$ cat src/rtl/core/dwrc_pkg.sv
package dwrc_pkg;

  // Geometry and screen constants
  localparam int MAP_DIM   = 32;
  localparam int SCREEN_W  = 640;
  localparam int SCREEN_H  = 480;
  localparam int TEX_W     = 64;

  localparam int MAP_CELLS = MAP_DIM * MAP_DIM;
  localparam int ADDR_W    = $clog2(MAP_CELLS);
  localparam int MAP_IDX_W = $clog2(MAP_DIM);
  // Map coordinate: room for the 5 integer bits of the position, a sign and one step past the edge
  localparam int COORD_W   = ((MAP_IDX_W > 5) ? MAP_IDX_W : 5) + 2;

  localparam logic [7:0] EMPTY_CELL = 8'd46;

  localparam int POS_W      = 21;
  localparam int VEC_W      = 18;
  localparam int CAM_W      = 18;
  localparam int RAY_W      = 20;
  localparam int DIST_W     = 52;
  localparam int DIV_NW     = 33;
  localparam int DIV_DW     = 25;
  localparam int MUL_AW     = 34;
  localparam int MUL_BW     = 20;
  localparam int PROD_W     = MUL_AW + MUL_BW;
  localparam int HGT_W      = 15;
  localparam int ROW_W      = 14;
  localparam int TEXC_W     = 6;
  localparam int PERP_W     = 24;
  localparam int COL_W      = 10;
  localparam int CFG_IDX_W  = 3;
  localparam int CFG_DATA_W = 21;

  // Camera x by reciprocal multiply: |2*col - SCREEN_W| * 2^16 / SCREEN_W, exact floor
  localparam int CAM_K  = 17 + 2 * $clog2(SCREEN_W);
  localparam int CAM_SH = CAM_K - 16;
  localparam int CAM_RW = CAM_K - $clog2(SCREEN_W) + 1;
  localparam int CAM_PW = CAM_RW + 11;
  localparam logic [CAM_RW-1:0] CAM_RECIP =
    CAM_RW'(((64'd1 << CAM_K) + 64'(SCREEN_W) - 64'd1) / 64'(SCREEN_W));

  localparam logic [DIST_W-1:0] SAT_DIST = DIST_W'(1) << 44;

  typedef enum logic [CFG_IDX_W-1:0] {
    CFG_POS_X   = 3'd0,
    CFG_POS_Y   = 3'd1,
    CFG_DIR_X   = 3'd2,
    CFG_DIR_Y   = 3'd3,
    CFG_PLANE_X = 3'd4,
    CFG_PLANE_Y = 3'd5
  } cfg_reg_e;

  typedef enum logic [2:0] {
    MUL_NONE    = 3'd0,
    MUL_PLANE_X = 3'd1,
    MUL_PLANE_Y = 3'd2,
    MUL_SIDE_X  = 3'd3,
    MUL_SIDE_Y  = 3'd4,
    MUL_WALL    = 3'd5
  } mul_sel_e;

  typedef enum logic [1:0] {
    DIV_DX  = 2'd0,
    DIV_DY  = 2'd1,
    DIV_HGT = 2'd2
  } div_sel_e;

  typedef struct packed {
    logic     accept;
    logic     div_start;
    div_sel_e div_sel;
    mul_sel_e mul_sel;
    logic     ld_rx;
    logic     ld_ry;
    logic     ld_dx;
    logic     ld_dy;
    logic     ld_sdx;
    logic     ld_sdy;
    logic     step;
    logic     look;
    logic     ld_perp;
    logic     ld_tex;
    logic     ld_hgt;
    logic     ld_out;
  } dwrc_cmd_t;

  typedef struct packed {
    logic cast_ok;
    logic div_done;
    logic outside;
    logic is_wall;
    logic out_free;
  } dwrc_sts_t;

endpackage

$ cat src/rtl/core/dwrc_ctrl.sv
module dwrc_ctrl (
  input  logic                clk_i,
  input  logic                rst_ni,
  input  logic                in_valid_i,
  output logic                in_ready_o,
  input  dwrc_pkg::dwrc_sts_t sts_i,
  output dwrc_pkg::dwrc_cmd_t cmd_o
);
  import dwrc_pkg::*;

  typedef enum logic [17:0] {
    S_IDLE   = 18'h00001,
    S_RX_M   = 18'h00002,
    S_RY_M   = 18'h00004,
    S_RY     = 18'h00008,
    S_DX     = 18'h00010,
    S_DX_WT  = 18'h00020,
    S_DY     = 18'h00040,
    S_DY_WT  = 18'h00080,
    S_SDX_M  = 18'h00100,
    S_SDY_M  = 18'h00200,
    S_SDY    = 18'h00400,
    S_STEP   = 18'h00800,
    S_LOOK   = 18'h01000,
    S_PERP   = 18'h02000,
    S_WALL_M = 18'h04000,
    S_TEX    = 18'h08000,
    S_HGT_WT = 18'h10000,
    S_DONE   = 18'h20000
  } state_e;

  state_e    state_q, state_d;
  dwrc_cmd_t cmd;

  always_comb begin
    cmd         = '0;
    cmd.div_sel = DIV_DX;
    cmd.mul_sel = MUL_NONE;
    state_d     = state_q;
    in_ready_o  = 1'b0;
    case (state_q)
      S_IDLE: begin
        in_ready_o = 1'b1;
        cmd.accept = in_valid_i;
        if (in_valid_i && sts_i.cast_ok) state_d = S_RX_M;
      end
      S_RX_M: begin
        cmd.mul_sel = MUL_PLANE_X;
        state_d     = S_RY_M;
      end
      S_RY_M: begin
        cmd.mul_sel = MUL_PLANE_Y;
        cmd.ld_rx   = 1'b1;
        state_d     = S_RY;
      end
      S_RY: begin
        cmd.ld_ry = 1'b1;
        state_d   = S_DX;
      end
      S_DX: begin
        cmd.div_start = 1'b1;
        cmd.div_sel   = DIV_DX;
        state_d       = S_DX_WT;
      end
      S_DX_WT: begin
        if (sts_i.div_done) begin
          cmd.ld_dx = 1'b1;
          state_d   = S_DY;
        end
      end
      S_DY: begin
        cmd.div_start = 1'b1;
        cmd.div_sel   = DIV_DY;
        state_d       = S_DY_WT;
      end
      S_DY_WT: begin
        if (sts_i.div_done) begin
          cmd.ld_dy = 1'b1;
          state_d   = S_SDX_M;
        end
      end
      S_SDX_M: begin
        cmd.mul_sel = MUL_SIDE_X;
        state_d     = S_SDY_M;
      end
      S_SDY_M: begin
        cmd.mul_sel = MUL_SIDE_Y;
        cmd.ld_sdx  = 1'b1;
        state_d     = S_SDY;
      end
      S_SDY: begin
        cmd.ld_sdy = 1'b1;
        state_d    = S_STEP;
      end
      S_STEP: begin
        cmd.step = 1'b1;
        state_d  = S_LOOK;
      end
      S_LOOK: begin
        cmd.look = 1'b1;
        state_d  = (sts_i.outside || sts_i.is_wall) ? S_PERP : S_STEP;
      end
      S_PERP: begin
        cmd.ld_perp = 1'b1;
        state_d     = S_WALL_M;
      end
      S_WALL_M: begin
        cmd.mul_sel   = MUL_WALL;
        cmd.div_start = 1'b1;
        cmd.div_sel   = DIV_HGT;
        state_d       = S_TEX;
      end
      S_TEX: begin
        cmd.ld_tex = 1'b1;
        state_d    = S_HGT_WT;
      end
      S_HGT_WT: begin
        if (sts_i.div_done) begin
          cmd.ld_hgt = 1'b1;
          state_d    = S_DONE;
        end
      end
      S_DONE: begin
        if (sts_i.out_free) begin
          cmd.ld_out = 1'b1;
          state_d    = S_IDLE;
        end
      end
      default: state_d = S_IDLE;
    endcase
  end

  always_ff @(posedge clk_i or negedge rst_ni) begin
    if (!rst_ni) begin
      state_q <= S_IDLE;
    end else begin
      state_q <= state_d;
    end
  end

  assign cmd_o = cmd;

endmodule

$ cat config.mk
export PLATFORM = sky130hd
export DESIGN_NAME = dwrc_ctrl
export DESIGN_NICKNAME = d
export VERILOG_FILES = /design/src/rtl/core/dwrc_pkg.sv /design/src/rtl/core/dwrc_ctrl.sv
export SDC_FILE = /design/constraint.sdc
export NUM_CORES = 1
export LEC_CHECK = 0
export ABC_CLOCK_PERIOD_IN_PS = 5800
export BUFFER_PORTS_ARGS = -buffer_cell sky130_fd_sc_hd__buf_2
export CAP_MARGIN = 20
export CORE_MARGIN = 3
export CORE_UTILIZATION = 55
export CTS_CLUSTER_DIAMETER = 200
export DETAILED_ROUTE_END_ITERATION = 8
export MAX_ROUTING_LAYER = met4
export PLACE_DENSITY_LB_ADDON = 0.2
export REMOVE_ABC_BUFFERS = 1
export SLEW_MARGIN = 10
export SYNTH_ARGS = -nofsm -noshare
export SYNTH_HDL_FRONTEND = slang
export SYNTH_SLANG_ARGS = --single-unit
$ cat constraint.sdc
create_clock -name clk_i -period 5.8 [get_ports clk_i]
set_input_delay 1.16 -clock clk_i [delete_from_list [all_inputs] [get_ports clk_i]]
set_output_delay 1.16 -clock clk_i [all_outputs]
set_load 0.05 [all_outputs]
* Word level (Yosys, flattened, before mapping) *
Cells that the tools add are included.

cells by class
  equal/unequal tests = 23
  mux-type cells = 25
  reduce and logical (&&, ||, !) cells = 3

operators with widths
  operator                count
  $pmux W18 S18           1
  $mux W18                5
  $eq A18 B1 Y1 const B   1
  $eq A18 B10 Y1 const B  1
  $eq A18 B11 Y1 const B  1
  $eq A18 B12 Y1 const B  1
  $eq A18 B13 Y1 const B  1
  $eq A18 B14 Y1 const B  1
  $eq A18 B15 Y1 const B  1
  $eq A18 B16 Y1 const B  1
  $eq A18 B17 Y1 const B  1
  $eq A18 B18 Y1 const B  1
  $eq A18 B2 Y1 const B   1
  $eq A18 B3 Y1 const B   1
  $eq A18 B4 Y1 const B   1
  $eq A18 B5 Y1 const B   1
  $eq A18 B6 Y1 const B   1
  $eq A18 B7 Y1 const B   1
  $eq A18 B8 Y1 const B   1
  $eq A18 B9 Y1 const B   1
  $mux W1                 16
  $pmux W3 S5             1
  $mux W14                1
  $ne A2 B2 Y1 const B    5
  4 further kinds         4

storage, ports and cells
  register bits after elaboration = 18
  bits of input ports = 8
  output and inout bits = 20

* Longest topological paths before layout *
Gate-level depths: netlist (run 1).

  depth after elaboration = 3
  depth in mapped cells = 7

* Least setup slack after synthesis (run 1) *
No wires, ideal clock.

  path kind = flip-flop to output port
  start = register state_q[9]
  end = output cmd_o[13] (netlist name)
  arrival time = 2932 ps
  required time = 4640 ps
  setup slack = 1708 ps
  stages on the path, launching flop included = 6
  buffers on the path = 0
  path through = dfrtp_1 -> nor4_4 -> and4_1 -> nand2_1 -> nor3b_1 -> nand2b_1

RTL lines
  item                      RTL line          source
  start: declaration        dwrc_ctrl.sv:32   state_e state_q, state_d;
  start signal: assignment  dwrc_ctrl.sv:137  state_q <= state_d;
  end: declaration          dwrc_ctrl.sv:7    output dwrc_pkg::dwrc_cmd_t cmd_o

==> impl_metrics.csv, run 1 <==
group,metric,value,unit
power,p_leak,0.0006855,uW
sta,clock_skew,6.063,ps
critical_path,worstSetupPathType,"flop to output port",
critical_path,worst-path-max-fanout,8,
place,pre_cts_ws,2504,ps
logic_synthesis,synth_area,1250,sq um
clock_tree,path_clk_slew,110,ps
critical_path,end_kind,"output port",
sta,setup_tns,0,ps
place,numPortBuffers,27,
critical_path,slowest_stage,"dfrtp_1",
finish,antenna_cells,0,
route,antenna_left,0,
clock_tree,cts.sinks,18,
global_routing,grt_max_degree,19,
sta,drv_slew,0,
floorplanning,start_util,60.62,%
route,routed_via_density,6.412,
critical_path,critPathBufInv,1,
logic_synthesis,async_reset_ff_share,100.0,%
clock_tree,ctsHtreeMaxLevel,1,
logic_synthesis,synth.top_cell.area_share,34.03,%
finish,nNetsFinal,159,
critical_path,startpoint_type,"flop",
global_routing,grt_overflow_total,0,
sta,worst_pin_slew,485.3,ps
status,status,"completed",
clock_tree,cts_resized,0,
floorplanning,die_h,53.67,um
finish,layout-drive-gt1-share,28.67,%
logic_synthesis,synth.area.top_cells,"dfrtp_1 34%, nor4_4 5.1%, nor4b_4 3.8%, and4_1 3.5%, nor4b_1 3.5%",
place,hpwlAfterDp,2266,um
route,routedWlPerCell,16.95,um
route,routed_wirelength,3000,um
finish,largest_reg_flops,18,
sta,fin_ws,2237,ps
clock_tree,post_cts_buffers,0,
sta,slew_headroom,67.40,%
floorplanning,rows,16,
power,pwr_density_cell,258.8,nW/um^2
sta,max_freq,0.2807,GHz
floorplanning,die_w,53.67,um
route,drc,0,
finish,top_regs,"state_q x18",
logic_synthesis,ys_seq_area_share,36.14,%
sta,rsz0062_at_grt,"false",
critical_path,cp.required,4640,ps
global_routing,grt_pass1_wl,4926,um
finish,syn2layout_area_growth,12.61,%
clock_tree,cts_buffers,3,
logic_synthesis,yosysMostFrequentCell,"dfrtp_1",
logic_synthesis,synth_top_cells_by_count,"17 x dfrtp_1, 11 x nor2_1, 8 x o21ai_0",
floorplanning,io_pins,28,
route,num_vias,1135,
global_routing,antenna_found_initial,0,
finish,fin_area,1408,sq um
critical_path,cp.arrival,2400,ps
power,power,364.3,uW
clock_tree,holdBufCountCts,0,
logic_synthesis,netlist_instances,128,
flow_run,drv_cap,0,
logic_synthesis,synth.largest_area_cell,"dfrtp_1",
logic_synthesis,yosys_warnings,0,
place,finalWeightedCongestion,0.8467,
floorplanning,die_area,2880,sq um
clock_tree,cts_tree,"yes",
min_path,hp-class,"flop to flop",
critical_path,slowest_delay,470,ps
floorplanning,core,2062,sq um
logic_synthesis,synthFlopType,"dfrtp_1",
route,first_pass_iters,5,
logic_synthesis,avgSynthCellArea,9.765,sq um
sta,period_share,61.43,%
logic_synthesis,synth_cell_type_count,43,
logic_synthesis,synth_edf_count,0,
sta,hold-worst-slack,622.8,ps
global_routing,grt_pass1_vias,1030,
global_routing,grt_use_total,24.61,%
clock_tree,ctsLongestPathBuffers,2,
logic_synthesis,ys_ff_latch,18,
clock_tree,cts_root_buffer,"clkbuf_4",
sta,fin_crit,3563,ps
clock_tree,clk_latency,300,ps
sta,final-setup-viol-count,0,
critical_path,path_cells,"nor3_1, nand4_1, or2_1, nor4b_1, buf_2",
power,vdd_drop_max,0.0002303,V
route,drt_iter0_markers,47,
place,placed_area,1371,sq um
finish,top_register,"state_q",
sta,hold_viol_final,0,
critical_path,path_delay_family,"simple AND/OR/NAND/NOR gates",
-- where the power goes --
group | internal (uW) | leakage, uW | switching (uW)
clock | 38.3 | 0.0000210 | 40.5
sequential | 134 | 0.000247 | 14.1
combinational | 40.6 | 0.000417 | 96.4
-- through the flow --
stage,utilization [%],std cells
floorplan,-,119
global placement,66.50,173
detailed placement,66.50,173
CTS,68.26,177
global route,68.26,177
finish,68.26,177
-- worst paths after layout --
kind                        startpoint     endpoint  slack, ps  cells past startpoint
max                        state_q[17]     cmd_o[5]       2240                      5
min                         state_q[3]   state_q[3]        620                      1
max reg2reg                state_q[17]  state_q[11]       3880                      5
min reg2reg                 state_q[3]   state_q[3]        620                      1
max in group asynchronous       rst_ni   state_q[0]       4700                      1
min in group asynchronous       rst_ni   state_q[5]        770                      1
-- worst register-to-register path: cells and delay by family (launching register included) --
kind | cells | cell delay [ps]
AO/OA/AOI/OAI | 1 | 110
flip-flops | 1 | 470
AND/OR/NAND/NOR | 4 | 1280
-- placed cells by master (no fill, tap or decap), drive strengths merged, types with 2 or more instances in the layout --
| cell | synthesis | layout |
|---|---|---|
| buf | 6 | 27 |
| dfrtp | 17 | 17 |
| nor2 | 11 | 11 |
| nor4b | 9 | 9 |
| o21ai | 8 | 8 |
| nor3 | 7 | 7 |
| and4 | 5 | 5 |
| nand2 | 5 | 5 |
| nor3b | 5 | 5 |
| xor2 | 5 | 5 |
| nor4 | 5 | 5 |
| inv | 4 | 4 |
| a21o | 4 | 4 |
| nand3 | 4 | 4 |
| clkbuf | 3 | 4 |
| nand4 | 3 | 3 |
| or2 | 3 | 3 |
| nand2b | 3 | 3 |
| or3 | 3 | 3 |
| a21oi | 2 | 2 |
-- logic make-up after synthesis --
group	after synthesis	synth area share [%]
simple gates	71	44.15
xor+xnor	6	4.204
compound gates	20	10.51
buf+inv	13	5.004
flops	18	36.14
-- area by class of cell --
type	instances	area [sq um]
Tap cell	27	33.78
Fill cell	161	654.4
Multi-Input combinational cell	97	735.7
Timing Repair Buffer	27	135.1
Clock buffer	4	36.28
Sequential cell	18	451.7
Inverter	4	15.01
-- metal layers --
metal	wire (um)	part of all wire, %	global-route usage (%)
met4	65	2.2	13.19
met2	1445	48	38.91
met3	234	7.8	3.601
met1	1255	42	30.14
met5	0	0	-
Power figures use the tool's default switching activity.
==> run 2, diff against run 1 <==
--- a/config.mk
+++ b/config.mk
@@ -5,11 +5,11 @@
 export SDC_FILE = /design/constraint.sdc
 export NUM_CORES = 1
 export LEC_CHECK = 0
-export ABC_CLOCK_PERIOD_IN_PS = 5800
+export ABC_CLOCK_PERIOD_IN_PS = 3150
 export BUFFER_PORTS_ARGS = -buffer_cell sky130_fd_sc_hd__buf_2
 export CAP_MARGIN = 20
 export CORE_MARGIN = 3
-export CORE_UTILIZATION = 55
+export CORE_UTILIZATION = 48
 export CTS_CLUSTER_DIAMETER = 200
 export DETAILED_ROUTE_END_ITERATION = 8
 export MAX_ROUTING_LAYER = met4
==> constraint.sdc (replaced) <==
create_clock -name clk_i -period 3.15 [get_ports clk_i]
set_input_delay 0.63 -clock clk_i [delete_from_list [all_inputs] [get_ports clk_i]]
set_output_delay 0.63 -clock clk_i [all_outputs]
set_load 0.05 [all_outputs]
==> run 2 against run 1 <==
  * Flip-flop and latch count stayed put
  * Routed wire length is 6.6% lower
  * Critical path type unchanged
  * Largest power group unchanged
  * Die area is 13% higher
  * Clock power is 85% higher
  * Sequential power is 84% higher
  * Final cell count is 1.1% higher
  * Sequential share of layout area is 0.20 points lower
  * Largest cell class unchanged
==> impl_metrics.csv, run 2 (same netlist as run 1, synthesis figures left out) <==
group,metric,value,unit
flow_run,drv_cap,0,
status,status,"completed",
route,routed_wirelength,2803,um
sta,max_freq,0.3391,GHz
power,vdd_drop_max,0.0003759,V
sta,fin_ws,201.2,ps
route,routedWlPerCell,15.66,um
sta,drv_slew,0,
critical_path,cp.required,2520,ps
global_routing,antenna_found_initial,0,
place,pre_cts_ws,526.2,ps
power,power,670.5,uW
finish,final_cell_mix,"27 x buf_2, 17 x dfrtp_1, 11 x nor2_1, 8 x o21ai_0",
finish,mostFrequentLayoutCell,"buf_2",
clock_tree,holdBufCountCts,0,
finish,layout-drive-gt1-share,29.14,%
floorplanning,die_w,57.03,um
finish,top_regs,"state_q x18",
clock_tree,clk_latency,290,ps
power,p_leak,0.0006897,uW
critical_path,worstSetupPathType,"flop to output port",
global_routing,grt_max_degree,19,
sta,period_share,93.61,%
finish,syn2layout_area_growth,13.31,%
clock_tree,cts.sinks,18,
critical_path,startpoint_type,"flop",
floorplanning,core,2340,sq um
finish,num-fill-cells,205,
place,numPortBuffers,27,
global_routing,grt_overflow_total,0,
min_path,hp-class,"primary input to asynchronous set/reset pin",
route,drt_iter0_markers,28,
floorplanning,die_area,3252,sq um
route,routed_via_density,5.927,
floorplanning,io_pins,28,
sta,setup_tns,0,ps
sta,clock_skew,3.134,ps
floorplanning,start_util,53.42,%
clock_tree,cts_root_buffer,"clkbuf_4",
sta,rsz0062_at_grt,"false",
clock_tree,cts_tree,"yes",
route,drc,0,
global_routing,grt_use_total,18.32,%
sta,worst_pin_slew,420.7,ps
critical_path,end_kind,"output port",
clock_tree,post_cts_buffers,0,
place,hpwlAfterDp,2157,um
clock_tree,cts_resized,0,
route,num_vias,1061,
critical_path,cp.arrival,2320,ps
sta,fin_crit,2949,ps
global_routing,grt_pass1_wl,4650,um
clock_tree,cts_buffers,3,
global_routing,grt_pass1_vias,993,
sta,hold_viol_final,0,
power,pwr_density_cell,473.4,nW/um^2
critical_path,worst-path-max-fanout,8,
place,finalWeightedCongestion,0.8807,
finish,antenna_cells,0,
finish,nNetsFinal,160,
floorplanning,rows,17,
clock_tree,ctsHtreeMaxLevel,1,
route,antenna_left,0,
floorplanning,die_h,57.03,um
finish,fin_util,60.53,%
sta,final-setup-viol-count,0,
finish,top_register,"state_q",
sta,slew_headroom,71.95,%
clock_tree,path_clk_slew,110,ps
clock_tree,ctsLongestPathBuffers,2,
route,first_pass_iters,8,
finish,largest_reg_flops,18,
==> run 2: cell types whose count changed in the layout (fill, tap and decap cells not counted) <==
cell | previous run | this run
buf_4 | 0 | 1
==> run 2: worst paths after layout <==
| kind | slack [ps] | from | to | cells past startpoint |
|---|---|---|---|---|
| min in group clk_i | 590 | sts_i[4] | state_q[1] | 2 |
| hold reg to reg | 610 | state_q[3] | state_q[3] | 1 |
| setup / recovery | 200 | state_q[3] | cmd_o[14] | 6 |
| hold / removal | 250 | rst_ni | state_q[7] | 1 |
| setup reg to reg | 1250 | state_q[9] | state_q[5] | 5 |
| max in group asynchronous | 2570 | rst_ni | state_q[0] | 1 |
==> run 2: critical path, stage by stage, from the launching register on <==
cell and delay (ps):
dfrtp_1 480, nor4_4 410, nand4_1 140, or2_1 350, nor4b_4 250, or2_1 130, buf_2 250
==> run 2: through the flow <==
stage	cell area (sq um)	std cells	hold WS [ps]
after floorplan	1202	119	334.4
after global placement	1380	175	583.3
after detailed placement	1380	175	589.2
after CTS	1416	179	261.7
after global routing	1416	179	270.1
final	1416	179	249.6
==> run 2: power by group <==
| part | leakage [uW] | switching, uW | internal, uW |
|---|---|---|---|
| clock network | 0.0000210 | 75.2 | 70.4 |
| logic | 0.000421 | 177 | 75.3 |
| registers | 0.000247 | 24.9 | 247 |
| total | 0.000690 | 277 | 393 |
==> run 2: cell type report <==
| type | count | area (sq um) | share of cell area (%) |
|---|---|---|---|
| clock buffer | 4 | 36.28 | 2.562 |
| tap | 28 | 35.03 | 2.473 |
| multi-input combinational | 97 | 735.7 | 51.94 |
| timing repair buffer | 28 | 142.6 | 10.07 |
| inverter | 4 | 15.01 | 1.060 |
| sequential | 18 | 451.7 | 31.89 |
==> run 2: routing by layer <==
layer	GRT usage (%)	wire length, um
met5	-	0
met4	4.967	50
met3	2.036	109
met2	29.20	1339
met1	24.72	1304
